$ cat config.mk
export PLATFORM = sky130hd
export DESIGN_NAME = dfs_timestamp_engine
export DESIGN_NICKNAME = d
export VERILOG_FILES = /design/src/rtl/core/dfs_te_pkg.sv /design/src/rtl/core/dfs_te_ctrl.sv /design/src/rtl/core/dfs_te_dp.sv /design/src/rtl/core/dfs_timestamp_engine.sv
export VERILOG_INCLUDE_DIRS = /design/src /design/src/rtl/core
export SDC_FILE = /design/constraint.sdc
export NUM_CORES = 2
export LEC_CHECK = 0
export ABC_AREA = 1
export ABC_CLOCK_PERIOD_IN_PS = 11600
export BUFFER_PORTS_ARGS = -buffer_cell sky130_fd_sc_hd__buf_2
export CAP_MARGIN = 0
export CELL_PAD_IN_SITES_DETAIL_PLACEMENT = 1
export CELL_PAD_IN_SITES_GLOBAL_PLACEMENT = 2
export CORE_MARGIN = 10
export CORE_UTILIZATION = 30
export CTS_CLUSTER_SIZE = 25
export DETAILED_ROUTE_END_ITERATION = 8
export GPL_TIMING_DRIVEN = 0
export PLACE_DENSITY = 0.63
export SLEW_MARGIN = 10
export SYNTH_ARGS = -nofsm -noshare
export SYNTH_HDL_FRONTEND = slang
export SYNTH_HIERARCHICAL = 1
export SYNTH_SLANG_ARGS = --single-unit
$ cat constraint.sdc
create_clock -name clk -period 11.6 [get_ports clk]
set_clock_uncertainty 0.1 [all_clocks]
set_input_delay 2.32 -clock clk [delete_from_list [all_inputs] [get_ports clk]]
set_output_delay 2.32 -clock clk [all_outputs]
set_load 0.005 [all_outputs]
$ cat src/rtl/core/dfs_timestamp_engine_macros.svh
// ----------------------------------------------------------------------------
// DFS timestamp engine assertion macros
// Assertion wrappers shared by the engine; define NO_ASSERTIONS to drop them.
// ----------------------------------------------------------------------------
`ifndef DFS_TIMESTAMP_ENGINE_MACROS_SVH
`define DFS_TIMESTAMP_ENGINE_MACROS_SVH

`ifndef NO_ASSERTIONS

`define DFS_TE_ASSERT_SAME(lbl, ante, cons) \
    lbl: assert property (@(posedge clk) disable iff (!rst_n) (ante) |-> (cons)) \
        else $error("dfs_timestamp_engine: same-cycle check failed");

`define DFS_TE_ASSERT_NEXT(lbl, ante, cons) \
    lbl: assert property (@(posedge clk) disable iff (!rst_n) (ante) |=> (cons)) \
        else $error("dfs_timestamp_engine: next-cycle check failed");

`else

`define DFS_TE_ASSERT_SAME(lbl, ante, cons)

`define DFS_TE_ASSERT_NEXT(lbl, ante, cons)

`endif

`endif

$ cat src/rtl/core/dfs_te_pkg.sv
// ----------------------------------------------------------------------------
// DFS timestamp engine package
// Request and result types, opcodes, controller states and the command and
// status bundles between controller and datapath.
// ----------------------------------------------------------------------------
`default_nettype none

package dfs_te_pkg;

    localparam logic [1:0] OP_ADD   = 2'd0;
    localparam logic [1:0] OP_CLEAR = 2'd1;
    localparam logic [1:0] OP_RUN   = 2'd2;

    typedef struct packed {
        logic [1:0] opcode;
        logic [5:0] from_vertex;
        logic [5:0] to_vertex;
    } req_item_t;

    typedef struct packed {
        logic [5:0] vertex;
        logic [6:0] discover_time;
        logic [6:0] finish_time;
        logic [5:0] parent_vertex;
        logic       last;
    } rsp_item_t;

    typedef enum logic [1:0] {
        DSEL_SOURCE,
        DSEL_SCAN,
        DSEL_CHILD
    } disc_sel_t;

    typedef enum logic [3:0] {
        ST_IDLE,
        ST_DECODE,
        ST_ADD_RD,
        ST_ADD_WR,
        ST_START,
        ST_SCAN,
        ST_ADJ_RD,
        ST_EVAL,
        ST_POP,
        ST_OUT_RD,
        ST_OUT_LD
    } ctrl_state_t;

    typedef struct packed {
        logic      latch;
        logic      clear_adj;
        logic      adj_rd;
        logic      adj_rd_top;
        logic      adj_wr;
        logic      run_init;
        logic      disc;
        disc_sel_t disc_sel;
        logic      pick_scan;
        logic      finish;
        logic      pop_top;
        logic      out_start;
        logic      out_rd;
        logic      out_load;
    } dp_cmd_t;

    typedef struct packed {
        logic [1:0] op;
        logic       add_ok;
        logic       n_zero;
        logic       src_ok;
        logic       found;
        logic       stack_last;
        logic       out_free;
        logic       out_last;
    } dp_sts_t;

endpackage

`default_nettype wire

$ cat src/rtl/core/dfs_te_ctrl.sv
// ----------------------------------------------------------------------------
// DFS timestamp engine controller
// Sequences edge loads, the depth-first walk and the result sweep by issuing
// commands to the datapath.
// ----------------------------------------------------------------------------
`default_nettype none

module dfs_te_ctrl
    import dfs_te_pkg::*;
(
    input  wire logic    clk,
    input  wire logic    rst_n,
    input  wire logic    req_valid,
    output logic         req_stall,
    input  wire dp_sts_t sts,
    output dp_cmd_t      cmd
);

    ctrl_state_t state_reg;
    ctrl_state_t state_next;

    always_ff @(posedge clk or negedge rst_n)
    begin
        if (!rst_n)
        begin
            state_reg <= ST_IDLE;
        end
        else
        begin
            state_reg <= state_next;
        end
    end

    always_comb
    begin
        state_next = state_reg;
        unique case (state_reg)
            ST_IDLE:
            begin
                if (req_valid)
                begin
                    state_next = ST_DECODE;
                end
            end
            ST_DECODE:
            begin
                unique case (sts.op)
                    OP_ADD:   state_next = sts.add_ok ? ST_ADD_RD : ST_IDLE;
                    OP_RUN:   state_next = ST_START;
                    default:  state_next = ST_IDLE;
                endcase
            end
            ST_ADD_RD: state_next = ST_ADD_WR;
            ST_ADD_WR: state_next = ST_IDLE;
            ST_START:
            begin
                priority if (sts.n_zero)
                begin
                    state_next = ST_IDLE;
                end
                else if (sts.src_ok)
                begin
                    state_next = ST_ADJ_RD;
                end
                else
                begin
                    state_next = ST_SCAN;
                end
            end
            ST_SCAN:   state_next = sts.found ? ST_ADJ_RD : ST_OUT_RD;
            ST_ADJ_RD: state_next = ST_EVAL;
            ST_EVAL:
            begin
                priority if (sts.found)
                begin
                    state_next = ST_ADJ_RD;
                end
                else if (sts.stack_last)
                begin
                    state_next = ST_SCAN;
                end
                else
                begin
                    state_next = ST_POP;
                end
            end
            ST_POP:    state_next = ST_ADJ_RD;
            ST_OUT_RD: state_next = ST_OUT_LD;
            ST_OUT_LD:
            begin
                if (sts.out_free)
                begin
                    state_next = sts.out_last ? ST_IDLE : ST_OUT_RD;
                end
            end
        endcase
    end

    always_comb
    begin
        cmd          = '0;
        cmd.disc_sel = DSEL_SOURCE;
        req_stall    = (state_reg != ST_IDLE);
        unique case (state_reg)
            ST_IDLE:
            begin
                cmd.latch = req_valid;
            end
            ST_DECODE:
            begin
                cmd.clear_adj = (sts.op == OP_CLEAR);
                cmd.run_init  = (sts.op == OP_RUN);
            end
            ST_ADD_RD:
            begin
                cmd.adj_rd = 1'b1;
            end
            ST_ADD_WR:
            begin
                cmd.adj_wr = 1'b1;
            end
            ST_START:
            begin
                cmd.disc     = !sts.n_zero && sts.src_ok;
                cmd.disc_sel = DSEL_SOURCE;
            end
            ST_SCAN:
            begin
                cmd.pick_scan = 1'b1;
                cmd.disc      = sts.found;
                cmd.disc_sel  = DSEL_SCAN;
                cmd.out_start = !sts.found;
            end
            ST_ADJ_RD:
            begin
                cmd.adj_rd     = 1'b1;
                cmd.adj_rd_top = 1'b1;
            end
            ST_EVAL:
            begin
                cmd.disc     = sts.found;
                cmd.disc_sel = DSEL_CHILD;
                cmd.finish   = !sts.found;
            end
            ST_POP:
            begin
                cmd.pop_top = 1'b1;
            end
            ST_OUT_RD:
            begin
                cmd.out_rd = 1'b1;
            end
            ST_OUT_LD:
            begin
                cmd.out_load = sts.out_free;
            end
        endcase
    end

endmodule

`default_nettype wire

$ cat src/rtl/core/dfs_te_dp.sv
// ----------------------------------------------------------------------------
// DFS timestamp engine datapath
// Adjacency memory, visited vector, explicit stack, time counter, time and
// parent stores, neighbor priority encoder and the result register.
// ----------------------------------------------------------------------------
`default_nettype none

module dfs_te_dp
    import dfs_te_pkg::*;
#(
    parameter int MAX_VERTICES = 32
)
(
    input  wire logic       clk,
    input  wire logic       rst_n,
    input  wire req_item_t  req_data,
    input  wire logic       cfg_wr_en,
    input  wire logic [5:0] cfg_wr_data,
    input  wire logic       rsp_stall,
    output logic            rsp_valid,
    output rsp_item_t       rsp_data,
    input  wire dp_cmd_t    cmd,
    output dp_sts_t         sts
);

    localparam int IW = $clog2(MAX_VERTICES);
    localparam int NW = $clog2(MAX_VERTICES + 1);

    logic [MAX_VERTICES-1:0] adj_mem [MAX_VERTICES];
    logic [6:0]              disc_mem [MAX_VERTICES];
    logic [5:0]              par_mem [MAX_VERTICES];
    logic [6:0]              fin_mem [MAX_VERTICES];
    logic [5:0]              stack_mem [MAX_VERTICES];

    req_item_t               item_reg;
    logic [MAX_VERTICES-1:0] adj_q_reg;
    logic                    adj_qv_reg;
    logic [5:0]              stack_q_reg;
    logic [6:0]              disc_q_reg;
    logic [5:0]              par_q_reg;
    logic [6:0]              fin_q_reg;
    rsp_item_t               rsp_data_reg;

    logic [5:0]              num_vertices_reg, num_vertices_next;
    logic [NW-1:0]           n_reg, n_next;
    logic [6:0]              time_reg, time_next;
    logic [NW-1:0]           sp_reg, sp_next;
    logic [5:0]              top_reg, top_next;
    logic [5:0]              idx_reg, idx_next;
    logic [MAX_VERTICES-1:0] visited_reg, visited_next;
    logic [MAX_VERTICES-1:0] row_valid_reg, row_valid_next;
    logic                    rsp_valid_reg, rsp_valid_next;

    logic [5:0]              from_m1, to_m1, top_m1, idx_m1, disc_m1;
    logic [IW-1:0]           adj_addr;
    logic [NW-1:0]           sp_m2, n_sat;
    logic [6:0]              time_inc;
    logic [5:0]              disc_vertex, disc_parent, enc_vertex;
    logic [MAX_VERTICES-1:0] nmask, white, child, enc_in, adj_wr_data, one_hot;
    logic [IW-1:0]           enc_idx;
    logic                    enc_found;

    assign from_m1  = item_reg.from_vertex - 6'd1;
    assign to_m1    = item_reg.to_vertex - 6'd1;
    assign top_m1   = top_reg - 6'd1;
    assign idx_m1   = idx_reg - 6'd1;
    assign disc_m1  = disc_vertex - 6'd1;
    assign adj_addr = cmd.adj_rd_top ? top_m1[IW-1:0] : from_m1[IW-1:0];
    assign sp_m2    = sp_reg - NW'(2);
    assign time_inc = time_reg + 7'd1;
    assign one_hot  = {{(MAX_VERTICES-1){1'b0}}, 1'b1};
    assign n_sat    = (7'(num_vertices_reg) > 7'(MAX_VERTICES)) ? NW'(MAX_VERTICES)
                                                                : NW'(num_vertices_reg);

    always_comb
    begin
        for (int i = 0; i < MAX_VERTICES; i++)
        begin
            nmask[i] = (NW'(i) < n_reg);
        end
    end

    assign white       = ~visited_reg & nmask;
    assign child       = (adj_qv_reg ? adj_q_reg : '0) & white;
    assign enc_in      = cmd.pick_scan ? white : child;
    assign adj_wr_data = (adj_qv_reg ? adj_q_reg : '0) | (one_hot << to_m1[IW-1:0]);

    always_comb
    begin
        enc_found = 1'b0;
        enc_idx   = '0;
        for (int i = MAX_VERTICES - 1; i >= 0; i--)
        begin
            if (enc_in[i])
            begin
                enc_found = 1'b1;
                enc_idx   = IW'(i);
            end
        end
    end

    assign enc_vertex = 6'(enc_idx) + 6'd1;

    always_comb
    begin
        unique case (cmd.disc_sel)
            DSEL_SOURCE:
            begin
                disc_vertex = item_reg.from_vertex;
                disc_parent = 6'd0;
            end
            DSEL_SCAN:
            begin
                disc_vertex = enc_vertex;
                disc_parent = 6'd0;
            end
            DSEL_CHILD:
            begin
                disc_vertex = enc_vertex;
                disc_parent = top_reg;
            end
            default:
            begin
                disc_vertex = enc_vertex;
                disc_parent = 6'd0;
            end
        endcase
    end

    assign sts.op         = item_reg.opcode;
    assign sts.add_ok     = (item_reg.from_vertex != 6'd0) && (item_reg.to_vertex != 6'd0) &&
                            (7'(item_reg.from_vertex) <= 7'(MAX_VERTICES)) &&
                            (7'(item_reg.to_vertex) <= 7'(MAX_VERTICES));
    assign sts.n_zero     = (n_reg == '0);
    assign sts.src_ok     = (item_reg.from_vertex != 6'd0) &&
                            (7'(item_reg.from_vertex) <= 7'(n_reg));
    assign sts.found      = enc_found;
    assign sts.stack_last = (sp_reg == NW'(1));
    assign sts.out_free   = !rsp_valid_reg || !rsp_stall;
    assign sts.out_last   = (7'(idx_reg) == 7'(n_reg));

    always_comb
    begin
        num_vertices_next = cfg_wr_en ? cfg_wr_data : num_vertices_reg;
        n_next            = cmd.run_init ? n_sat : n_reg;

        time_next = time_reg;
        sp_next   = sp_reg;
        priority if (cmd.run_init)
        begin
            time_next = 7'd0;
            sp_next   = '0;
        end
        else if (cmd.disc)
        begin
            time_next = time_inc;
            sp_next   = sp_reg + NW'(1);
        end
        else if (cmd.finish)
        begin
            time_next = time_inc;
            sp_next   = sp_reg - NW'(1);
        end

        top_next = top_reg;
        priority if (cmd.disc)
        begin
            top_next = disc_vertex;
        end
        else if (cmd.pop_top)
        begin
            top_next = stack_q_reg;
        end

        visited_next = visited_reg;
        priority if (cmd.run_init)
        begin
            visited_next = '0;
        end
        else if (cmd.disc)
        begin
            visited_next = visited_reg | (one_hot << disc_m1[IW-1:0]);
        end

        row_valid_next = row_valid_reg;
        priority if (cmd.clear_adj)
        begin
            row_valid_next = '0;
        end
        else if (cmd.adj_wr)
        begin
            row_valid_next = row_valid_reg | (one_hot << from_m1[IW-1:0]);
        end

        idx_next = idx_reg;
        priority if (cmd.out_start)
        begin
            idx_next = 6'd1;
        end
        else if (cmd.out_load)
        begin
            idx_next = idx_reg + 6'd1;
        end

        rsp_valid_next = rsp_valid_reg;
        priority if (cmd.out_load)
        begin
            rsp_valid_next = 1'b1;
        end
        else if (!rsp_stall)
        begin
            rsp_valid_next = 1'b0;
        end
    end

    always_ff @(posedge clk or negedge rst_n)
    begin
        if (!rst_n)
        begin
            num_vertices_reg <= 6'd32;
            n_reg            <= '0;
            time_reg         <= 7'd0;
            sp_reg           <= '0;
            top_reg          <= 6'd0;
            idx_reg          <= 6'd0;
            visited_reg      <= '0;
            row_valid_reg    <= '0;
            rsp_valid_reg    <= 1'b0;
        end
        else
        begin
            num_vertices_reg <= num_vertices_next;
            n_reg            <= n_next;
            time_reg         <= time_next;
            sp_reg           <= sp_next;
            top_reg          <= top_next;
            idx_reg          <= idx_next;
            visited_reg      <= visited_next;
            row_valid_reg    <= row_valid_next;
            rsp_valid_reg    <= rsp_valid_next;
        end
    end

    always_ff @(posedge clk)
    begin
        if (cmd.latch)
        begin
            item_reg <= req_data;
        end
        if (cmd.adj_rd)
        begin
            adj_q_reg  <= adj_mem[adj_addr];
            adj_qv_reg <= row_valid_reg[adj_addr];
        end
        if (cmd.adj_wr)
        begin
            adj_mem[from_m1[IW-1:0]] <= adj_wr_data;
        end
        if (cmd.disc)
        begin
            disc_mem[disc_m1[IW-1:0]]  <= time_inc;
            par_mem[disc_m1[IW-1:0]]   <= disc_parent;
            stack_mem[sp_reg[IW-1:0]]  <= disc_vertex;
        end
        if (cmd.finish)
        begin
            fin_mem[top_m1[IW-1:0]] <= time_inc;
            stack_q_reg             <= stack_mem[sp_m2[IW-1:0]];
        end
        if (cmd.out_rd)
        begin
            disc_q_reg <= disc_mem[idx_m1[IW-1:0]];
            par_q_reg  <= par_mem[idx_m1[IW-1:0]];
            fin_q_reg  <= fin_mem[idx_m1[IW-1:0]];
        end
        if (cmd.out_load)
        begin
            rsp_data_reg.vertex        <= idx_reg;
            rsp_data_reg.discover_time <= disc_q_reg;
            rsp_data_reg.finish_time   <= fin_q_reg;
            rsp_data_reg.parent_vertex <= par_q_reg;
            rsp_data_reg.last          <= sts.out_last;
        end
    end

    assign rsp_valid = rsp_valid_reg;
    assign rsp_data  = rsp_data_reg;

endmodule

`default_nettype wire

$ cat src/rtl/core/dfs_timestamp_engine.sv
// ----------------------------------------------------------------------------
// DFS timestamp engine
// Depth-first search over a directed graph held as a bit adjacency matrix.
// ----------------------------------------------------------------------------
// One request is taken at a time; req_stall stays high until it is done.
// A clear is done in the decode step. An edge add reads and then writes back
// one adjacency row in the row memory, and an add with a vertex out of range
// is dropped at decode. In a run, each discovery costs the discovering step
// and an adjacency row read, each finish of a vertex below a tree root the
// finish step, a stack pop and a row read, and each finish of a tree root the
// finish step alone; when the source is out of range the run begins with a
// scan step. A closing scan then starts the result sweep, in which each
// result takes a store read and a load of the result register, and the load
// waits while rsp_stall holds the previous result. Results come out in vertex
// order, last set on vertex n; a run with zero vertices in use gives none.
// The user must write num_vertices through cfg_wr_en and cfg_wr_data only
// while the engine is idle; the engine itself does not enforce this.
// ----------------------------------------------------------------------------
`default_nettype none

`include "dfs_timestamp_engine_macros.svh"

module dfs_timestamp_engine
    import dfs_te_pkg::*;
#(
    parameter int MAX_VERTICES = 32
)
(
    input  wire logic       clk,
    input  wire logic       rst_n,
    input  wire logic       req_valid,
    output logic            req_stall,
    input  wire req_item_t  req_data,
    output logic            rsp_valid,
    input  wire logic       rsp_stall,
    output rsp_item_t       rsp_data,
    input  wire logic       cfg_wr_en,
    input  wire logic [5:0] cfg_wr_data
);

    dp_cmd_t cmd;
    dp_sts_t sts;

    dfs_te_ctrl u_ctrl (
        .clk       (clk),
        .rst_n     (rst_n),
        .req_valid (req_valid),
        .req_stall (req_stall),
        .sts       (sts),
        .cmd       (cmd)
    );

    dfs_te_dp #(
        .MAX_VERTICES (MAX_VERTICES)
    ) u_dp (
        .clk         (clk),
        .rst_n       (rst_n),
        .req_data    (req_data),
        .cfg_wr_en   (cfg_wr_en),
        .cfg_wr_data (cfg_wr_data),
        .rsp_stall   (rsp_stall),
        .rsp_valid   (rsp_valid),
        .rsp_data    (rsp_data),
        .cmd         (cmd),
        .sts         (sts)
    );

    `DFS_TE_ASSERT_NEXT(a_busy_after_request, req_valid && !req_stall, req_stall)
    `DFS_TE_ASSERT_SAME(a_load_only_when_free, cmd.out_load, sts.out_free)
    `DFS_TE_ASSERT_NEXT(a_add_read_then_write, cmd.adj_rd && !cmd.adj_rd_top, cmd.adj_wr)

endmodule

`default_nettype wire

==> flow_summary.ini <==
[worst_setup_path]
worstPathArrival_ns = 8.46
cp-end-kind = register
cpPeakStageDelay_ns = 1.08
crit_fanout = 10
start_kind = register
slowest_stage = a311oi_1
crit_chain = clkbuf_1 -> clkinv_1 -> clkbuf_1 -> clkbuf_1 -> clkbuf_1 -> ha_1 -> clkbuf_1 -> clkbuf_1 -> clkbuf_1 -> o221ai_1 -> a311oi_1 -> a31oi_1
path_buf_inv = 8
worst_path_most_repeated_cell = clkbuf_1
crit_family = buffers and inverters
critPathRequiredTime_ns = 12.03
crit_type = register to register

[synth]
synth_common_cells = edfxtp_1, nor2_1, o21ai_0
avgSynthCellArea_um2 = 13.5
yosysMostFrequentCell = edfxtp_1
synth.area.top_cells = edfxtp_1, nor2_1, o21ai_0
ys_warn_count = 6
synth_cells = 6125
ys_ff_latch = 2062
synthesis.nets = 6178
synthesis.area_um2 = 82500
synth_top_cell_by_area = edfxtp_1
synth_top_area_share_pct = 71.2
yosys.cell_types.count = 54
synth_edf_count = 1956
yosysSeqAreaShare_pct = 74.4
ys.flop_type = edfxtp_1
synthArstFlopShare_pct = 5.14

[placed_design]
io_buffers = 53
gp_congestion = 0.876
dp_hpwl_um = 224000

[clock_network]
post-cts-setup-buffers = 0
cts_resized = 0
cts_root_buffer = clkbuf_16
cts_tree = built
clkSlewWorstSetupHoldPaths_ns = 0.06
cts_htree_levels = 4
cts_made_buffers = 225
clkLatencyLatePin_ns = 0.91
cts_hold_buffers = 0
clockBufferDepth = 4
clkSinkCount = 2062

[routing]
first_iter_violations = 6126
top_layer_used = met5
wl_met3_um = 20700
wl_per_cell_um = 31.0
wl_met2_um = 149000
viasPerCell = 5.47
drt-total-wl_um = 319000
final_antenna_net_count = 0
drt-met1-wl_um = 136000
drc = 0
vias = 56200
firstDrtPassIters = 5

[run]
maxCapViolCount = 0

[global_routing]
grtUsageTotal_pct = 20.7
antenna_found_initial = 16
grt_start_max_net_pins = 77
grt_overflow_total = 0
grt_pass1_vias = 56900
grt_pass1_wl_um = 443000

[die]
rows = 192
coreArea_um2 = 274000
initial_utilization_pct = 30.1
fp.dieW_um = 544
die_y_um = 544
fp.dieArea_um2 = 296000
ios = 54

[timing]
max_freq_mhz = 125
finalSetupViolations = 0
hold_viol_final = 0
rsz0062_at_grt = false
tightest_slew_ns = 1.40
finalWorstPathRequiredPeriod_ns = 8.02
slew-limit-headroom_pct = 6.53
fin_setup_tns_ns = 0
fin_crit_sh_pct = 69.2
report.final.slew_viol_count = 0
whs_ns = 0.318

[status]
outcome = finished clean

[power_and_ir_drop]
p_per_area_nw_per_um2 = 259
p_leak_uw = 0.0307
peakVddDrop_v = 0.000148

[cells_and_area]
n_fill_cell = 28700
drive_above_1_share_pct = 9.40
largest_reg_flops = 1024
final_nets = 6560
area_growth_pct = 17.9

[worst_hold_path]
worstHoldPathType = register to register
[routing by layer]
metal	global-route usage, %	up-vias
li1	-	24100
met1	27.9	29700
met2	34.0	1995
met3	3.15	444
met4	7.42	4
met5	0	-
[worst paths after layout]
check,from,endpoint,slack [ns],depth (start not counted)
worst max-delay path,u_dp/idx_reg[0],u_dp/disc_q_reg[1],3.58,12
worst min-delay path,u_dp/par_q_reg[2],u_dp/rsp_data[3],0.32,0
worst max register to register,u_dp/idx_reg[0],u_dp/disc_q_reg[1],3.58,12
worst min register to register,u_dp/par_q_reg[2],u_dp/rsp_data[3],0.32,0
max in group asynchronous,rst_n,u_dp/num_vertices_reg[5],9.30,2
min in group asynchronous,rst_n,u_dp/row_valid_reg[16],1.22,1
[placed cells by master, fill, tap and decap left out, types with 39 or more instances in the layout]
| cell | instances |
|---|---|
| o21ai_0 | 826 |
| o32ai_1 | 39 |
| clkbuf_1 | 428 |
| dfrtp_1 | 105 |
| nand3_1 | 130 |
| buf_2 | 61 |
| o22ai_1 | 55 |
| clkinv_2 | 47 |
| a31oi_1 | 96 |
| o221ai_1 | 387 |
| edfxtp_1 | 1956 |
| nand2_1 | 261 |
| clkbuf_16 | 226 |
| buf_12 | 53 |
| nor2_1 | 1100 |
| clkinv_1 | 44 |
| o211ai_1 | 96 |
| mux2i_1 | 121 |
| nor2_4 | 43 |
| inv_1 | 168 |
| a21oi_1 | 52 |
[metrics by stage]
| step | power (uW) | instances | cell area (um2) | setup slack [ns] | util [%] |
|---|---|---|---|---|---|
| finish | 25200 | 10300 | 97300 | 3.58 | 35.5 |
| global route | 26100 | 10300 | 97200 | 3.15 | 35.5 |
| CTS | 25300 | 10300 | 97200 | 3.69 | 35.5 |
| detailed placement | 18200 | 9869 | 90200 | 3.77 | 33.0 |
| global placement | 17800 | 9767 | 87200 | 1.06 | 31.9 |
| floorplan | 13700 | 6125 | 82500 | 5.23 | - |
[cell families after synthesis]
family	share of synthesized area [%]
xor gates and xnor gates	0.212
DFF	74.4
AOI/OAI and AO/OA	12.7
buffers and inverters	2.82
and+or+nand+nor	7.97
muxes	1.48
adders and majority gates	0.425
[final cells by class]
| cell class | instances | area, um2 | share of cell area, % |
|---|---|---|---|
| Sequential cell | 2062 | 61400 | 63.1 |
| Tap cell | 3589 | 4490 | 4.62 |
| Clock buffer | 289 | 5990 | 6.16 |
| Buffer | 416 | 1600 | 1.64 |
| Clock inverter | 119 | 1090 | 1.12 |
| Timing Repair Buffer | 155 | 2420 | 2.49 |
| Antenna cell | 7 | 17.5 | 0.0180 |
| Inverter | 195 | 737 | 0.758 |
| Multi-Input combinational cell | 3452 | 19500 | 20.1 |
[power by group]
part	internal, uW	leakage, uW	total [uW]	switching [uW]
logic	1970	0.00822	8760	6790
registers	9280	0.0191	9460	181
clock network	4010	0.00347	7010	3000
(Power assumes the default switching activity.)
